## src/rtl/five_point_first_derivative_unit_defines.svh

```systemverilog
// assertion macros shared by the five point first derivative unit
// no dependencies; included by files that carry concurrent assertions
`ifndef FIVE_POINT_FIRST_DERIVATIVE_UNIT_DEFINES_SVH
`define FIVE_POINT_FIRST_DERIVATIVE_UNIT_DEFINES_SVH

// same-cycle implication, disabled during reset
`define FPD_ASSERT_IMP(label, clk, rst, ante, cons, msg) \
   label: assert property (@(posedge clk) disable iff (rst) (ante) |-> (cons)) \
      else $error(msg);

// next-cycle implication, disabled during reset
`define FPD_ASSERT_NEXT(label, clk, rst, ante, cons, msg) \
   label: assert property (@(posedge clk) disable iff (rst) (ante) |=> (cons)) \
      else $error(msg);

`endif

```

## src/rtl/fpd_pkg.sv

```systemverilog
// types and constants of the five point first derivative unit
// no dependencies; used by fpd_stencil, fpd_scale and the top level
package fpd_pkg;

   localparam int SMP_W  = 32;
   localparam int SUM_W  = 40;
   localparam int MAG_W  = 39;
   localparam int POS_W  = 12;
   localparam int IDX_W  = 3;
   localparam int MAX_POINTS = 4096;

   localparam logic [POS_W-1:0] COUNT_MAX = 12'd4095;
   localparam logic [POS_W-1:0] POS_CAP   =
      POS_W'((MAX_POINTS > 4096) ? 4095 : MAX_POINTS - 1);

   // register map
   localparam int REG_IDX_W = 1;
   localparam logic [REG_IDX_W-1:0] REG_INV_SPACING = 1'b0;
   localparam logic [SMP_W-1:0] INV_SPACING_RESET = 32'd65536;

   // division by three: ceil(2^34 / 3), exact below 2^33
   localparam logic [32:0] RECIP3       = 33'd5726623062;
   // largest pre-division value whose quotient by three stays within 2^31
   localparam logic [32:0] SAT12_LIMIT  = 33'd6442450946;
   localparam logic [32:0] SAT1_LIMIT   = 33'h080000000;

   typedef enum logic [1:0] {
      DIV_ONE,
      DIV_TWO,
      DIV_TWELVE
   } div_type;

   typedef enum logic [2:0] {
      KIND_DIFF,
      KIND_FWD0,
      KIND_FWD1,
      KIND_CENT,
      KIND_BACK
   } kind_type;

   typedef logic [4:0][SMP_W-1:0] win_type;

   typedef struct packed {
      logic [POS_W-1:0] position;
      logic             end_of_run;
   } tag_type;

   typedef struct packed {
      logic signed [SUM_W-1:0] sum;
      div_type                 div;
      tag_type                 tag;
   } scl_req_type;

   typedef struct packed {
      logic [POS_W-1:0] k;
      logic             fin;
      logic [IDX_W-1:0] idx;
   } job_type;

endpackage

```

## src/rtl/fpd_stencil.sv

```systemverilog
// job decode and stencil sum: picks the formula for one output position
// depends on fpd_pkg
module fpd_stencil (
   input  fpd_pkg::win_type     window,
   input  fpd_pkg::job_type     job,
   output fpd_pkg::scl_req_type req
);

   logic signed [fpd_pkg::SUM_W-1:0] ws [5];
   fpd_pkg::kind_type                kind;
   fpd_pkg::div_type                 div;
   logic [fpd_pkg::IDX_W-1:0]        ia;
   logic [fpd_pkg::IDX_W-1:0]        ib;
   logic [fpd_pkg::IDX_W-1:0]        base;
   logic [fpd_pkg::POS_W-1:0]        pos_raw;
   logic                             last;
   logic signed [fpd_pkg::SUM_W-1:0] sum;

   // sign extend the window taps
   always_comb begin
      for (int i = 0; i < 5; i++) begin
         ws[i] = fpd_pkg::SUM_W'($signed(window[i]));
      end
   end

   // formula selection from sample count and job index
   always_comb begin
      kind    = fpd_pkg::KIND_DIFF;
      div     = fpd_pkg::DIV_ONE;
      ia      = 3'd4;
      ib      = 3'd4;
      pos_raw = '0;
      last    = 1'b0;
      base    = 3'd4 - {1'b0, job.k[1:0]};
      if (job.k[fpd_pkg::POS_W-1:2] == '0) begin
         // short run: two-point differences
         if (job.k[1:0] == 2'd0) begin
            last = 1'b1;
         end else if (job.idx == 3'd0) begin
            ia = base + 3'd1;
            ib = base;
         end else if (job.idx == {1'b0, job.k[1:0]}) begin
            ia      = 3'd4;
            ib      = 3'd3;
            pos_raw = fpd_pkg::POS_W'(job.idx);
            last    = 1'b1;
         end else begin
            ia      = base + job.idx + 3'd1;
            ib      = base + job.idx - 3'd1;
            div     = fpd_pkg::DIV_TWO;
            pos_raw = fpd_pkg::POS_W'(job.idx);
         end
      end else if (job.k == 12'd4) begin
         // fifth sample: both one-sided heads, then the center, plus the tail on the final beat
         div = fpd_pkg::DIV_TWELVE;
         case (job.idx)
            3'd0: begin
               kind    = fpd_pkg::KIND_FWD0;
               pos_raw = 12'd0;
            end
            3'd1: begin
               kind    = fpd_pkg::KIND_FWD1;
               pos_raw = 12'd1;
            end
            3'd2: begin
               kind    = fpd_pkg::KIND_CENT;
               pos_raw = 12'd2;
            end
            3'd3: begin
               kind    = fpd_pkg::KIND_BACK;
               pos_raw = 12'd3;
            end
            default: begin
               kind    = fpd_pkg::KIND_BACK;
               pos_raw = 12'd4;
               last    = 1'b1;
            end
         endcase
      end else begin
         // steady state: center, plus the tail on the final beat
         div = fpd_pkg::DIV_TWELVE;
         case (job.idx)
            3'd0: begin
               kind    = fpd_pkg::KIND_CENT;
               pos_raw = job.k - 12'd2;
            end
            3'd1: begin
               kind    = fpd_pkg::KIND_BACK;
               pos_raw = job.k - 12'd1;
            end
            default: begin
               kind    = fpd_pkg::KIND_BACK;
               pos_raw = job.k;
               last    = 1'b1;
            end
         endcase
      end
   end

   // weighted sums of the window
   always_comb begin
      case (kind)
         fpd_pkg::KIND_FWD0:
            sum = ws[1] * 40'sd48 + ws[3] * 40'sd16
                - ws[0] * 40'sd25 - ws[2] * 40'sd36 - ws[4] * 40'sd3;
         fpd_pkg::KIND_FWD1:
            sum = ws[2] * 40'sd18 + ws[4]
                - ws[0] * 40'sd3 - ws[1] * 40'sd10 - ws[3] * 40'sd6;
         fpd_pkg::KIND_CENT:
            sum = ws[0] + ws[3] * 40'sd8 - ws[1] * 40'sd8 - ws[4];
         fpd_pkg::KIND_BACK:
            sum = ws[0] * 40'sd3 + ws[2] * 40'sd36 + ws[4] * 40'sd25
                - ws[1] * 40'sd16 - ws[3] * 40'sd48;
         default:
            sum = ws[ia] - ws[ib];
      endcase
   end

   // clamp position and pack the request
   always_comb begin
      req.sum            = sum;
      req.div            = div;
      req.tag.position   = (pos_raw > fpd_pkg::POS_CAP) ? fpd_pkg::POS_CAP : pos_raw;
      req.tag.end_of_run = last;
   end

endmodule

```

## config.mk

```make
export PLATFORM = sky130hd
export DESIGN_NAME = fpd_stencil
export DESIGN_NICKNAME = d
export VERILOG_FILES = /design/src/rtl/five_point_first_derivative_unit_defines.svh /design/src/rtl/fpd_pkg.sv /design/src/rtl/fpd_stencil.sv
export SDC_FILE = /design/constraint.sdc
export NUM_CORES = 2
export LEC_CHECK = 0
export BUFFER_PORTS_ARGS = -buffer_cell sky130_fd_sc_hd__buf_2
export CORE_MARGIN = 1.5
export CORE_UTILIZATION = 50
export DETAILED_ROUTE_END_ITERATION = 12
export GPL_ROUTABILITY_DRIVEN = 0
export MAX_ROUTING_LAYER = met4
export PLACE_DENSITY = 0.72
export SYNTH_ARGS = -nofsm -noshare
export SYNTH_HDL_FRONTEND = slang
export SYNTH_SLANG_ARGS = --single-unit
```

## constraint.sdc

```tcl
create_clock -name vclk -period 12.75
set_input_delay 0.6375 -clock vclk [all_inputs]
set_output_delay 0.6375 -clock vclk [all_outputs]
set_load 0.05 [all_outputs]
```

==> impl_results.md <==
* Sequential-to-total area share from yosys stat at 0%
* Mean number of vias per cell at 6.12
* Total count of max-transition violations in the final report at 0
* Num ports at 231
* Buffers and inverters on the worst path at 6
* Required time of the critical path at 12.11 ns
* Cell taking the most area after synthesis: sky130_fd_sc_hd__fa_1
* Hold-fix buffers at CTS at 0
* Clock buffer count in the final layout at 0
* Most used standard cells in the synthesized netlist: sky130_fd_sc_hd__inv_1, sky130_fd_sc_hd__ha_1, sky130_fd_sc_hd__fa_1, sky130_fd_sc_hd__a21oi_1, sky130_fd_sc_hd__xnor2_1
* Die width at 282 um
* First-pass GRT wire length at 210000 um
* Compound-Gate Fraction of Synth Area at 21.4%
* Remaining number of nets flagged by the antenna check after routing at 0
* Synth Area in Simple Gates at 9.31%
* # Post-CTS Setup Buffers at 0
* CORE AREA at 77200 um^2
* Register Area at 0 um^2
* Fraction of final layout cells sized beyond drive strength 1 at 6.22%
* Wirelength per Cell at 23.7 um
* Crit Path Max Fanout at 7
* Flip-flop and latch count at 0
* Upper clock frequency limit at 91.8 MHz
* Number of gates resized after cts at 0
* Die area at 79500 um^2
* Netlist cell types at 92
* Number of placement rows at 102
* Setup tns final at 0 ns
* Biggest cell delay along the critical path at 0.51 ns
* Count of input and output buffers at 230
* Share of synthesized area spent on multiplexers at 0.238%
* Class of the worst hold path: in -> out
* Fraction of the mapped netlist area in adder cells at 50.4%
* Area delta synth->final at 5.91%
* Tot GR Track Use at 36.3%
* Initial DRT Pass Iterations at 12
* Synth Warn # at 0
* Remaining global-route overflow at 0
* Largest net degree at the start of global routing at 67
* Fin crit share at 85.4%
* Post-synth net total at 6170
* Half-perimeter wire length after detailed placement at 120000 um
* Transition at the pin with the smallest max-transition slack at 1.08 ns
* Largest cells by area after synthesis: sky130_fd_sc_hd__fa_1, sky130_fd_sc_hd__ha_1, sky130_fd_sc_hd__inv_1
* Final Hold Violating Endpoints at 0
* Most frequent cell on the critical path: sky130_fd_sc_hd__fa_1
* Starting density of the core at 50.4%
* Max-slew headroom at 27.2%
* Critical path endpoint category: output port
* Final wirelength at 141000 um
* Crit-path leading delay family: compound AO/OA/AOI/OAI gates
* Library cell with the highest instance count after synthesis: sky130_fd_sc_hd__inv_1
* Cell count after synthesis at 4755
* DR iter-0 viols at 3671
* Violations in the final reports: design-rule violations
* Final net count at 6321
* Vias at 36400
* Die height at 282 um
* Final worst path period need at 10.89 ns
* Syn Area/Cell at 8.19 um^2
* Number of max-cap violations at 0
* Post-Syn Area at 38900 um^2
* Via count of the first global-routing pass at 35800
* Largest family of logic cells by synthesized area: adder cells
* Cell with the largest stage delay on the worst path: sky130_fd_sc_hd__fa_1
* Final-report setup violation count at 0
* RSZ-0062 raised after global routing: no
* Startpoint types: input pin
* Initial antenna violation count at 8
* Data arrival time at the worst-slack endpoint at 10.25 ns
* Critical path class: in -> out
* Status: finished, violations left
* DRC violation count after routing at 4
* Area share of xor/xnor cells in the synthesized design at 7.42%
* Share of the synthesized area in the top cell type at 28.1%
==> layer usage <==
layer  vias to the layer above  track usage (%)  part of all wire [%]
met1                     17300             44.8                    38
met5                         -                -                     0
met3                       578             6.08                    11
met4                         0             20.1                   7.2
li1                      16400                -                     -
met2                      2160             56.3                    44
==> cells in the final DEF (no fill, tap or decap), drive strengths merged, types with 14 or more instances in the layout <==
cell / count
a211o: 14
a211oi: 27
a21boi: 14
a21o: 162
a21oi: 384
a221oi: 18
a31oi: 31
and2: 24
and3: 30
buf: 256
fa: 546
ha: 693
inv: 1043
nand2: 187
nand2b: 53
nand3: 65
nand4: 27
nor2: 188
nor2b: 49
nor3: 52
o211ai: 52
o21a: 80
o21ai: 213
o21bai: 41
o221ai: 45
o22ai: 83
o31ai: 23
or2: 18
or3: 16
xnor2: 215
xor2: 112
==> final cells by class <==
class	instances	area (um^2)
well taps	1040	1300
inverters	1043	3920
repair buffers	256	1350
diodes	9	22.5
multi-input cells	3605	34600
fillers	7304	36000
==> stage by stage <==
stage / worst slack, ns / cell area [um^2] / hold slack, ns / instances / utilization (%)
after global routing: 1.56 / 41200 / 1.73 / 5949 / 53.4
after CTS: 1.99 / 41200 / 1.71 / 5944 / 53.4
after global placement: 2.11 / 41200 / 1.71 / 5944 / 53.4
after detailed placement: 2.00 / 41200 / 1.71 / 5944 / 53.4
final: 1.86 / 41200 / 1.71 / 5953 / 53.4
after floorplan: 3.32 / 38900 / 1.55 / 4755 / -
==> path summary, 6_finish.rpt <==
path | startpoint | to | slack, ns | cells past startpoint
worst max-delay path | window[98] | req[54] | 1.86 | 37
worst min-delay path | job[13] | req[10] | 1.71 | 4
==> cells by family after synthesis <==
family	after synthesis
adders and majority gates	1240
and+or+nand+nor	742
xor gates and xnor gates	328
muxes	9
AOI/OAI and AO/OA	1286
buffers and inverters	1150
