## src/rtl/five_point_first_derivative_unit_defines.svh

```systemverilog
// assertion macros shared by the five point first derivative unit
// no dependencies; included by files that carry concurrent assertions
`ifndef FIVE_POINT_FIRST_DERIVATIVE_UNIT_DEFINES_SVH
`define FIVE_POINT_FIRST_DERIVATIVE_UNIT_DEFINES_SVH

// same-cycle implication, disabled during reset
`define FPD_ASSERT_IMP(label, clk, rst, ante, cons, msg) \
   label: assert property (@(posedge clk) disable iff (rst) (ante) |-> (cons)) \
      else $error(msg);

// next-cycle implication, disabled during reset
`define FPD_ASSERT_NEXT(label, clk, rst, ante, cons, msg) \
   label: assert property (@(posedge clk) disable iff (rst) (ante) |=> (cons)) \
      else $error(msg);

`endif

```

## src/rtl/fpd_pkg.sv

```systemverilog
// types and constants of the five point first derivative unit
// no dependencies; used by fpd_stencil, fpd_scale and the top level
package fpd_pkg;

   localparam int SMP_W  = 32;
   localparam int SUM_W  = 40;
   localparam int MAG_W  = 39;
   localparam int POS_W  = 12;
   localparam int IDX_W  = 3;
   localparam int MAX_POINTS = 4096;

   localparam logic [POS_W-1:0] COUNT_MAX = 12'd4095;
   localparam logic [POS_W-1:0] POS_CAP   =
      POS_W'((MAX_POINTS > 4096) ? 4095 : MAX_POINTS - 1);

   // register map
   localparam int REG_IDX_W = 1;
   localparam logic [REG_IDX_W-1:0] REG_INV_SPACING = 1'b0;
   localparam logic [SMP_W-1:0] INV_SPACING_RESET = 32'd65536;

   // division by three: ceil(2^34 / 3), exact below 2^33
   localparam logic [32:0] RECIP3       = 33'd5726623062;
   // largest pre-division value whose quotient by three stays within 2^31
   localparam logic [32:0] SAT12_LIMIT  = 33'd6442450946;
   localparam logic [32:0] SAT1_LIMIT   = 33'h080000000;

   typedef enum logic [1:0] {
      DIV_ONE,
      DIV_TWO,
      DIV_TWELVE
   } div_type;

   typedef enum logic [2:0] {
      KIND_DIFF,
      KIND_FWD0,
      KIND_FWD1,
      KIND_CENT,
      KIND_BACK
   } kind_type;

   typedef logic [4:0][SMP_W-1:0] win_type;

   typedef struct packed {
      logic [POS_W-1:0] position;
      logic             end_of_run;
   } tag_type;

   typedef struct packed {
      logic signed [SUM_W-1:0] sum;
      div_type                 div;
      tag_type                 tag;
   } scl_req_type;

   typedef struct packed {
      logic [POS_W-1:0] k;
      logic             fin;
      logic [IDX_W-1:0] idx;
   } job_type;

endpackage

```

## src/rtl/fpd_scale.sv

```systemverilog
// five stage scaling pipeline: sum times reciprocal, rounded divide, saturate
// depends on fpd_pkg
module fpd_scale (
   input  logic                      clock,
   input  logic                      reset,
   input  logic [fpd_pkg::SMP_W-1:0] inv_spacing,
   input  logic                      in_valid,
   output logic                      in_ready,
   input  fpd_pkg::scl_req_type      in_req,
   output logic                      out_valid,
   input  logic                      out_ready,
   output logic [fpd_pkg::SMP_W-1:0] out_slope,
   output fpd_pkg::tag_type          out_tag
);

   logic a_en, b_en, c_en, d_en, e_en;

   logic                      a_valid_ff;
   logic                      a_neg_ff;
   logic [fpd_pkg::MAG_W-1:0] a_mag_ff;
   logic [fpd_pkg::MAG_W-1:0] a_mag_in;
   logic [fpd_pkg::SUM_W-1:0] a_abs;
   fpd_pkg::div_type          a_div_ff;
   fpd_pkg::tag_type          a_tag_ff;

   logic                      b_valid_ff;
   logic                      b_neg_ff;
   logic [63:0]               b_lo_ff;
   logic [63:0]               b_lo_in;
   logic [38:0]               b_hi_ff;
   logic [38:0]               b_hi_in;
   fpd_pkg::div_type          b_div_ff;
   fpd_pkg::tag_type          b_tag_ff;

   logic                      c_valid_ff;
   logic                      c_neg_ff;
   logic [32:0]               c_x_ff;
   logic [32:0]               c_x_in;
   logic                      c_big_ff;
   logic                      c_big_in;
   logic [71:0]               c_prod;
   logic [71:0]               c_round;
   logic [71:0]               c_wide;
   fpd_pkg::div_type          c_div_ff;
   fpd_pkg::tag_type          c_tag_ff;

   logic                      d_valid_ff;
   logic                      d_neg_ff;
   logic                      d_big_ff;
   logic [32:0]               d_q_ff;
   logic [32:0]               d_q_in;
   logic [65:0]               d_prod;
   fpd_pkg::tag_type          d_tag_ff;

   logic                      e_valid_ff;
   logic [fpd_pkg::SMP_W-1:0] e_slope_ff;
   logic [fpd_pkg::SMP_W-1:0] e_slope_in;
   fpd_pkg::tag_type          e_tag_ff;

   // stage enables: a stage moves when empty or when its successor moves
   assign e_en     = !e_valid_ff || out_ready;
   assign d_en     = !d_valid_ff || e_en;
   assign c_en     = !c_valid_ff || d_en;
   assign b_en     = !b_valid_ff || c_en;
   assign a_en     = !a_valid_ff || b_en;
   assign in_ready = a_en;

   // valid bits
   always_ff @(posedge clock) begin
      if (reset) begin
         a_valid_ff <= 1'b0;
         b_valid_ff <= 1'b0;
         c_valid_ff <= 1'b0;
         d_valid_ff <= 1'b0;
         e_valid_ff <= 1'b0;
      end else begin
         if (a_en) a_valid_ff <= in_valid;
         if (b_en) b_valid_ff <= a_valid_ff;
         if (c_en) c_valid_ff <= b_valid_ff;
         if (d_en) d_valid_ff <= c_valid_ff;
         if (e_en) e_valid_ff <= d_valid_ff;
      end
   end

   // stage a: sign and magnitude of the stencil sum
   always_comb begin
      a_abs    = in_req.sum[fpd_pkg::SUM_W-1] ? fpd_pkg::SUM_W'(-in_req.sum)
                                              : fpd_pkg::SUM_W'(in_req.sum);
      a_mag_in = a_abs[fpd_pkg::MAG_W-1:0];
   end

   always_ff @(posedge clock) begin
      if (a_en) begin
         a_neg_ff <= in_req.sum[fpd_pkg::SUM_W-1];
         a_mag_ff <= a_mag_in;
         a_div_ff <= in_req.div;
         a_tag_ff <= in_req.tag;
      end
   end

   // stage b: two partial products against the reciprocal
   assign b_lo_in = 64'(a_mag_ff[31:0]) * 64'(inv_spacing);
   assign b_hi_in = 39'(a_mag_ff[38:32]) * 39'(inv_spacing);

   always_ff @(posedge clock) begin
      if (b_en) begin
         b_neg_ff <= a_neg_ff;
         b_lo_ff  <= b_lo_in;
         b_hi_ff  <= b_hi_in;
         b_div_ff <= a_div_ff;
         b_tag_ff <= a_tag_ff;
      end
   end

   // stage c: join partials, add half the divisor, shift, flag overflow
   always_comb begin
      c_prod = 72'(b_lo_ff) + (72'(b_hi_ff) << 32);
      case (b_div_ff)
         fpd_pkg::DIV_TWO: begin
            c_round  = 72'(17'h10000);
            c_wide   = (c_prod + c_round) >> 17;
            c_big_in = c_wide > 72'(fpd_pkg::SAT1_LIMIT);
         end
         fpd_pkg::DIV_TWELVE: begin
            c_round  = 72'(19'h60000);
            c_wide   = (c_prod + c_round) >> 18;
            c_big_in = c_wide > 72'(fpd_pkg::SAT12_LIMIT);
         end
         default: begin
            c_round  = 72'(16'h8000);
            c_wide   = (c_prod + c_round) >> 16;
            c_big_in = c_wide > 72'(fpd_pkg::SAT1_LIMIT);
         end
      endcase
      c_x_in = c_wide[32:0];
   end

   always_ff @(posedge clock) begin
      if (c_en) begin
         c_neg_ff <= b_neg_ff;
         c_x_ff   <= c_x_in;
         c_big_ff <= c_big_in;
         c_div_ff <= b_div_ff;
         c_tag_ff <= b_tag_ff;
      end
   end

   // stage d: divide by three through the reciprocal for the stencils
   assign d_prod = 66'(c_x_ff) * 66'(fpd_pkg::RECIP3);
   assign d_q_in = (c_div_ff == fpd_pkg::DIV_TWELVE) ? {1'b0, d_prod[65:34]} : c_x_ff;

   always_ff @(posedge clock) begin
      if (d_en) begin
         d_neg_ff <= c_neg_ff;
         d_big_ff <= c_big_ff;
         d_q_ff   <= d_q_in;
         d_tag_ff <= c_tag_ff;
      end
   end

   // stage e: restore sign and saturate to q16.16
   always_comb begin
      if (d_neg_ff) begin
         if (d_big_ff || (d_q_ff > 33'h080000000)) begin
            e_slope_in = 32'h80000000;
         end else begin
            e_slope_in = 32'(~d_q_ff + 33'd1);
         end
      end else begin
         if (d_big_ff || (d_q_ff > 33'h07fffffff)) begin
            e_slope_in = 32'h7fffffff;
         end else begin
            e_slope_in = d_q_ff[31:0];
         end
      end
   end

   always_ff @(posedge clock) begin
      if (e_en) begin
         e_slope_ff <= e_slope_in;
         e_tag_ff   <= d_tag_ff;
      end
   end

   assign out_valid = e_valid_ff;
   assign out_slope = e_slope_ff;
   assign out_tag   = e_tag_ff;

endmodule

```

## config.mk

```make
export PLATFORM = sky130hd
export DESIGN_NAME = fpd_scale
export DESIGN_NICKNAME = d
export VERILOG_FILES = /design/src/rtl/five_point_first_derivative_unit_defines.svh /design/src/rtl/fpd_pkg.sv /design/src/rtl/fpd_scale.sv
export SDC_FILE = /design/constraint.sdc
export NUM_CORES = 2
export LEC_CHECK = 0
export BUFFER_PORTS_ARGS = -buffer_cell sky130_fd_sc_hd__buf_2
export CORE_MARGIN = 1
export CORE_UTILIZATION = 45
export CTS_BUF_LIST = sky130_fd_sc_hd__clkbuf_16
export DETAILED_ROUTE_END_ITERATION = 16
export GPL_TIMING_DRIVEN = 0
export SLEW_MARGIN = 20
export SYNTH_ARGS = -nofsm -noshare
export SYNTH_HDL_FRONTEND = slang
export SYNTH_SLANG_ARGS = --single-unit
```

## constraint.sdc

```tcl
create_clock -name clock -period 9.9 [get_ports clock]
set_clock_uncertainty 0.2 [all_clocks]
set_input_delay 0.99 -clock clock [delete_from_list [all_inputs] [get_ports clock]]
set_output_delay 0.99 -clock clock [all_outputs]
set_load 0.02 [all_outputs]
```

==> metrics.csv <==
metric,value,unit
post-layout min period,9718,ps
"Largest stage delay, worst path",750,ps
CTS Buf Count,38,
syn avg cell area,9.436,µm²
cell mode on critical path,fa_1,
Slew HR,14.16,%
final routed DRC violation total,0,
Worst Tran Pin Value,1288,ps
Final Max Tran Viols,0,
Worst Setup End Kind,flip-flop,
H-tree depth,2,
initial core utilization,45.43,%
synth top area cells,"fa_1, edfxtp_1, ha_1",
Maximum Capacitance Violations,0,
R2R Path End,b_lo_ff[63],
Cells after Synth,7854,
nets@finish,10290,
RePlAce Congestion,1.007,
vias in the first global route,59710,
Worst-path clk slew,60,ps
cell taking the most area after synthesis,fa_1,
row cnt,148,
Worst-Skew Late Latency,630,ps
Worst setup endpoint,b_lo_ff[63],
"Cell Area, Synth",0.07411,mm²
Critical path origin,inv_spacing[26],
Final setup viols,0,
Synth async-reset ratio,0,%
Layout Cells excl Fill,10260,
register area share after synthesis,12.37,%
vias per std cell,5.535,
slowest CP cell,clkbuf_1,
Post-Synth Adder-Cell Area,50.91,%
CTS hold repair buffers,0,
final-layout fill cell count,15690,
dpl hpwl,226.6,mm
Synth Register Bits,307,
drt pass-1 iters,6,
top-level port count,138,
crit start category,input pin,
area grow syn2layout,7.234,%
Root Driver,clkbuf_16,
signal arrival time at the worst endpoint,9860,ps
Mapped Nets,10090,
main combinational cell family by area after synthesis,adder cells,
GR Overflow Total,0,
post-synthesis mux area share,0.2110,%
worst r2r path cells,30,
layout cells sized above 1,5.522,%
die width,407.8,µm
placed cells,10140,
WL final,267.1,mm
CTS tree,done,
synth unique cells,102,
most frequent cell after synthesis,inv_1,
status,"finished, final reports clean",
Synth Area in XOR/XNOR,3.665,%
Peak Freq,102.9,MHz
critical setup path kind,input pin to flip-flop,
post-synthesis compound-gate area fraction,6.761,%
WL/cell,26.03,µm
number of synthesized flops with an enable pin,302,
HP Class,flip-flop to flip-flop,
HP Start,a_neg_ff,
routed vias,56800,
global-route wire length before repair,395.9,mm
Worst EP required,10050,ps
Post-synth top cells,"inv_1, fa_1, nand2_1",
Critical R2R Launch,a_mag_ff[22],
total core area,0.1631,mm²
"Hold Vio Cnt, Final",0,
initial antenna violation count,17,
largest net degree at the start of global routing,62,
most common flop cell mapped by yosys,edfxtp_1,
Max Buffers Root-to-Sink,3,
area share of and/or/nand/nor cells after synthesis,15.25,%
1st-iter DRT viols,4193,
Synth top area share,39.11,%
die area,0.1663,mm²
Final period util,98.16,%
worst hold slack,201.9,ps
"antenna viol nets, final",0,
Synth Warn #,0,
CP Max Fanout,10,
Sink Count,307,
IO buf count,107,
Die Y,407.8,µm
GRT Util Overall,32.59,%
worst reg-to-reg setup slack,220,ps
## state kept, by name, summed over array words and instances (netlist names), 2 cells and up
register and cells:
c_tag_ff 13, a_div_ff 2, b_hi_ff 39, c_x_ff 33, b_div_ff 2, a_mag_ff 39, b_tag_ff 13, b_lo_ff 49
c_div_ff 2, a_tag_ff 13, d_tag_ff 13, out_slope 32, d_q_ff 33, out_tag 13
## through the flow
stage	util, %	cell area, µm²	setup TNS (ps)	setup WS (ps)
2_1_floorplan	-	74110	0	734.8
6_report	48.71	79470	0	182.2
5_1_grt	48.70	79450	-1.522	-1.522
3_3_place_gp	47.42	77370	-41550	-1806
4_1_cts	48.50	79120	0	7.899
3_5_place_dp	47.54	77560	-42520	-1834
## cells in the final DEF, fill, tap and decap left out, types with 86 or more instances in the layout
| master | n |
|---|---|
| o21ai_0 | 154 |
| ha_1 | 696 |
| nor2_1 | 176 |
| edfxtp_1 | 302 |
| and2_1 | 643 |
| xor2_1 | 91 |
| buf_2 | 129 |
| clkbuf_2 | 98 |
| inv_1 | 1784 |
| nand4_1 | 86 |
| fa_1 | 1447 |
| a21oi_1 | 174 |
| clkbuf_1 | 188 |
| nand2_1 | 858 |
| xnor2_1 | 210 |
## cells by family after synthesis
family / count (synthesis)
AOI/OAI and AO/OA: 743
adders and majority gates: 2147
buffers and inverters: 2127
muxes: 15
xor gates and xnor gates: 305
DFF: 307
and+or+nand+nor: 2210
## worst min-delay path by stage
stage | to | cells past startpoint
detailed placement | b_tag_ff[2] | 0
global placement | b_tag_ff[4] | 0
global route | b_tag_ff[2] | 0
finish | b_neg_ff | 0
CTS | b_neg_ff | 0
floorplan | b_div_ff[0] | 0
## what timing repair did
action / in CTS / in global routing
endpoints found under the setup margin: 43 / 17
gates resized for setup: 66 / 198
buffers inserted: 22 / 18
pin swaps: 1 / 3
hold endpoints to repair: 0 / 0
## final cells by class
cell class	count	area (µm²)	area share, %
Inverter	1782	6689	8.417
Clock inverter	31	324.1	0.4078
Multi-Input combinational cell	5420	57070	71.81
Timing Repair Buffer	155	980.9	1.234
Buffer	344	1545	1.944
Antenna cell	10	25.02	0.03149
Sequential cell	307	9169	11.54
Tap cell	2175	2721	3.424
Clock buffer	38	950.9	1.197
## layer usage
layer | vias up | part of all wire [%] | GRT usage (%)
met1 | 29180 | 39 | 40.47
met2 | 2195 | 48 | 54.62
met3 | 587 | 7.2 | 5.429
met4 | 10 | 6.4 | 16.78
met5 | - | 0.025 | 0
li1 | 24840 | - | -
## worst max-delay path, delay by kind of cell
| family | cells | cell delay (ps) |
|---|---|---|
| xor gates and xnor gates | 1 | 220 |
| AOI/OAI and AO/OA | 9 | 2250 |
| and+or+nand+nor | 1 | 190 |
| adders and majority gates | 9 | 4680 |
| buffers and inverters | 5 | 1510 |
Power is not shown: default switching activity piles up to over one toggle a cycle in this logic, so the estimate is an artifact.
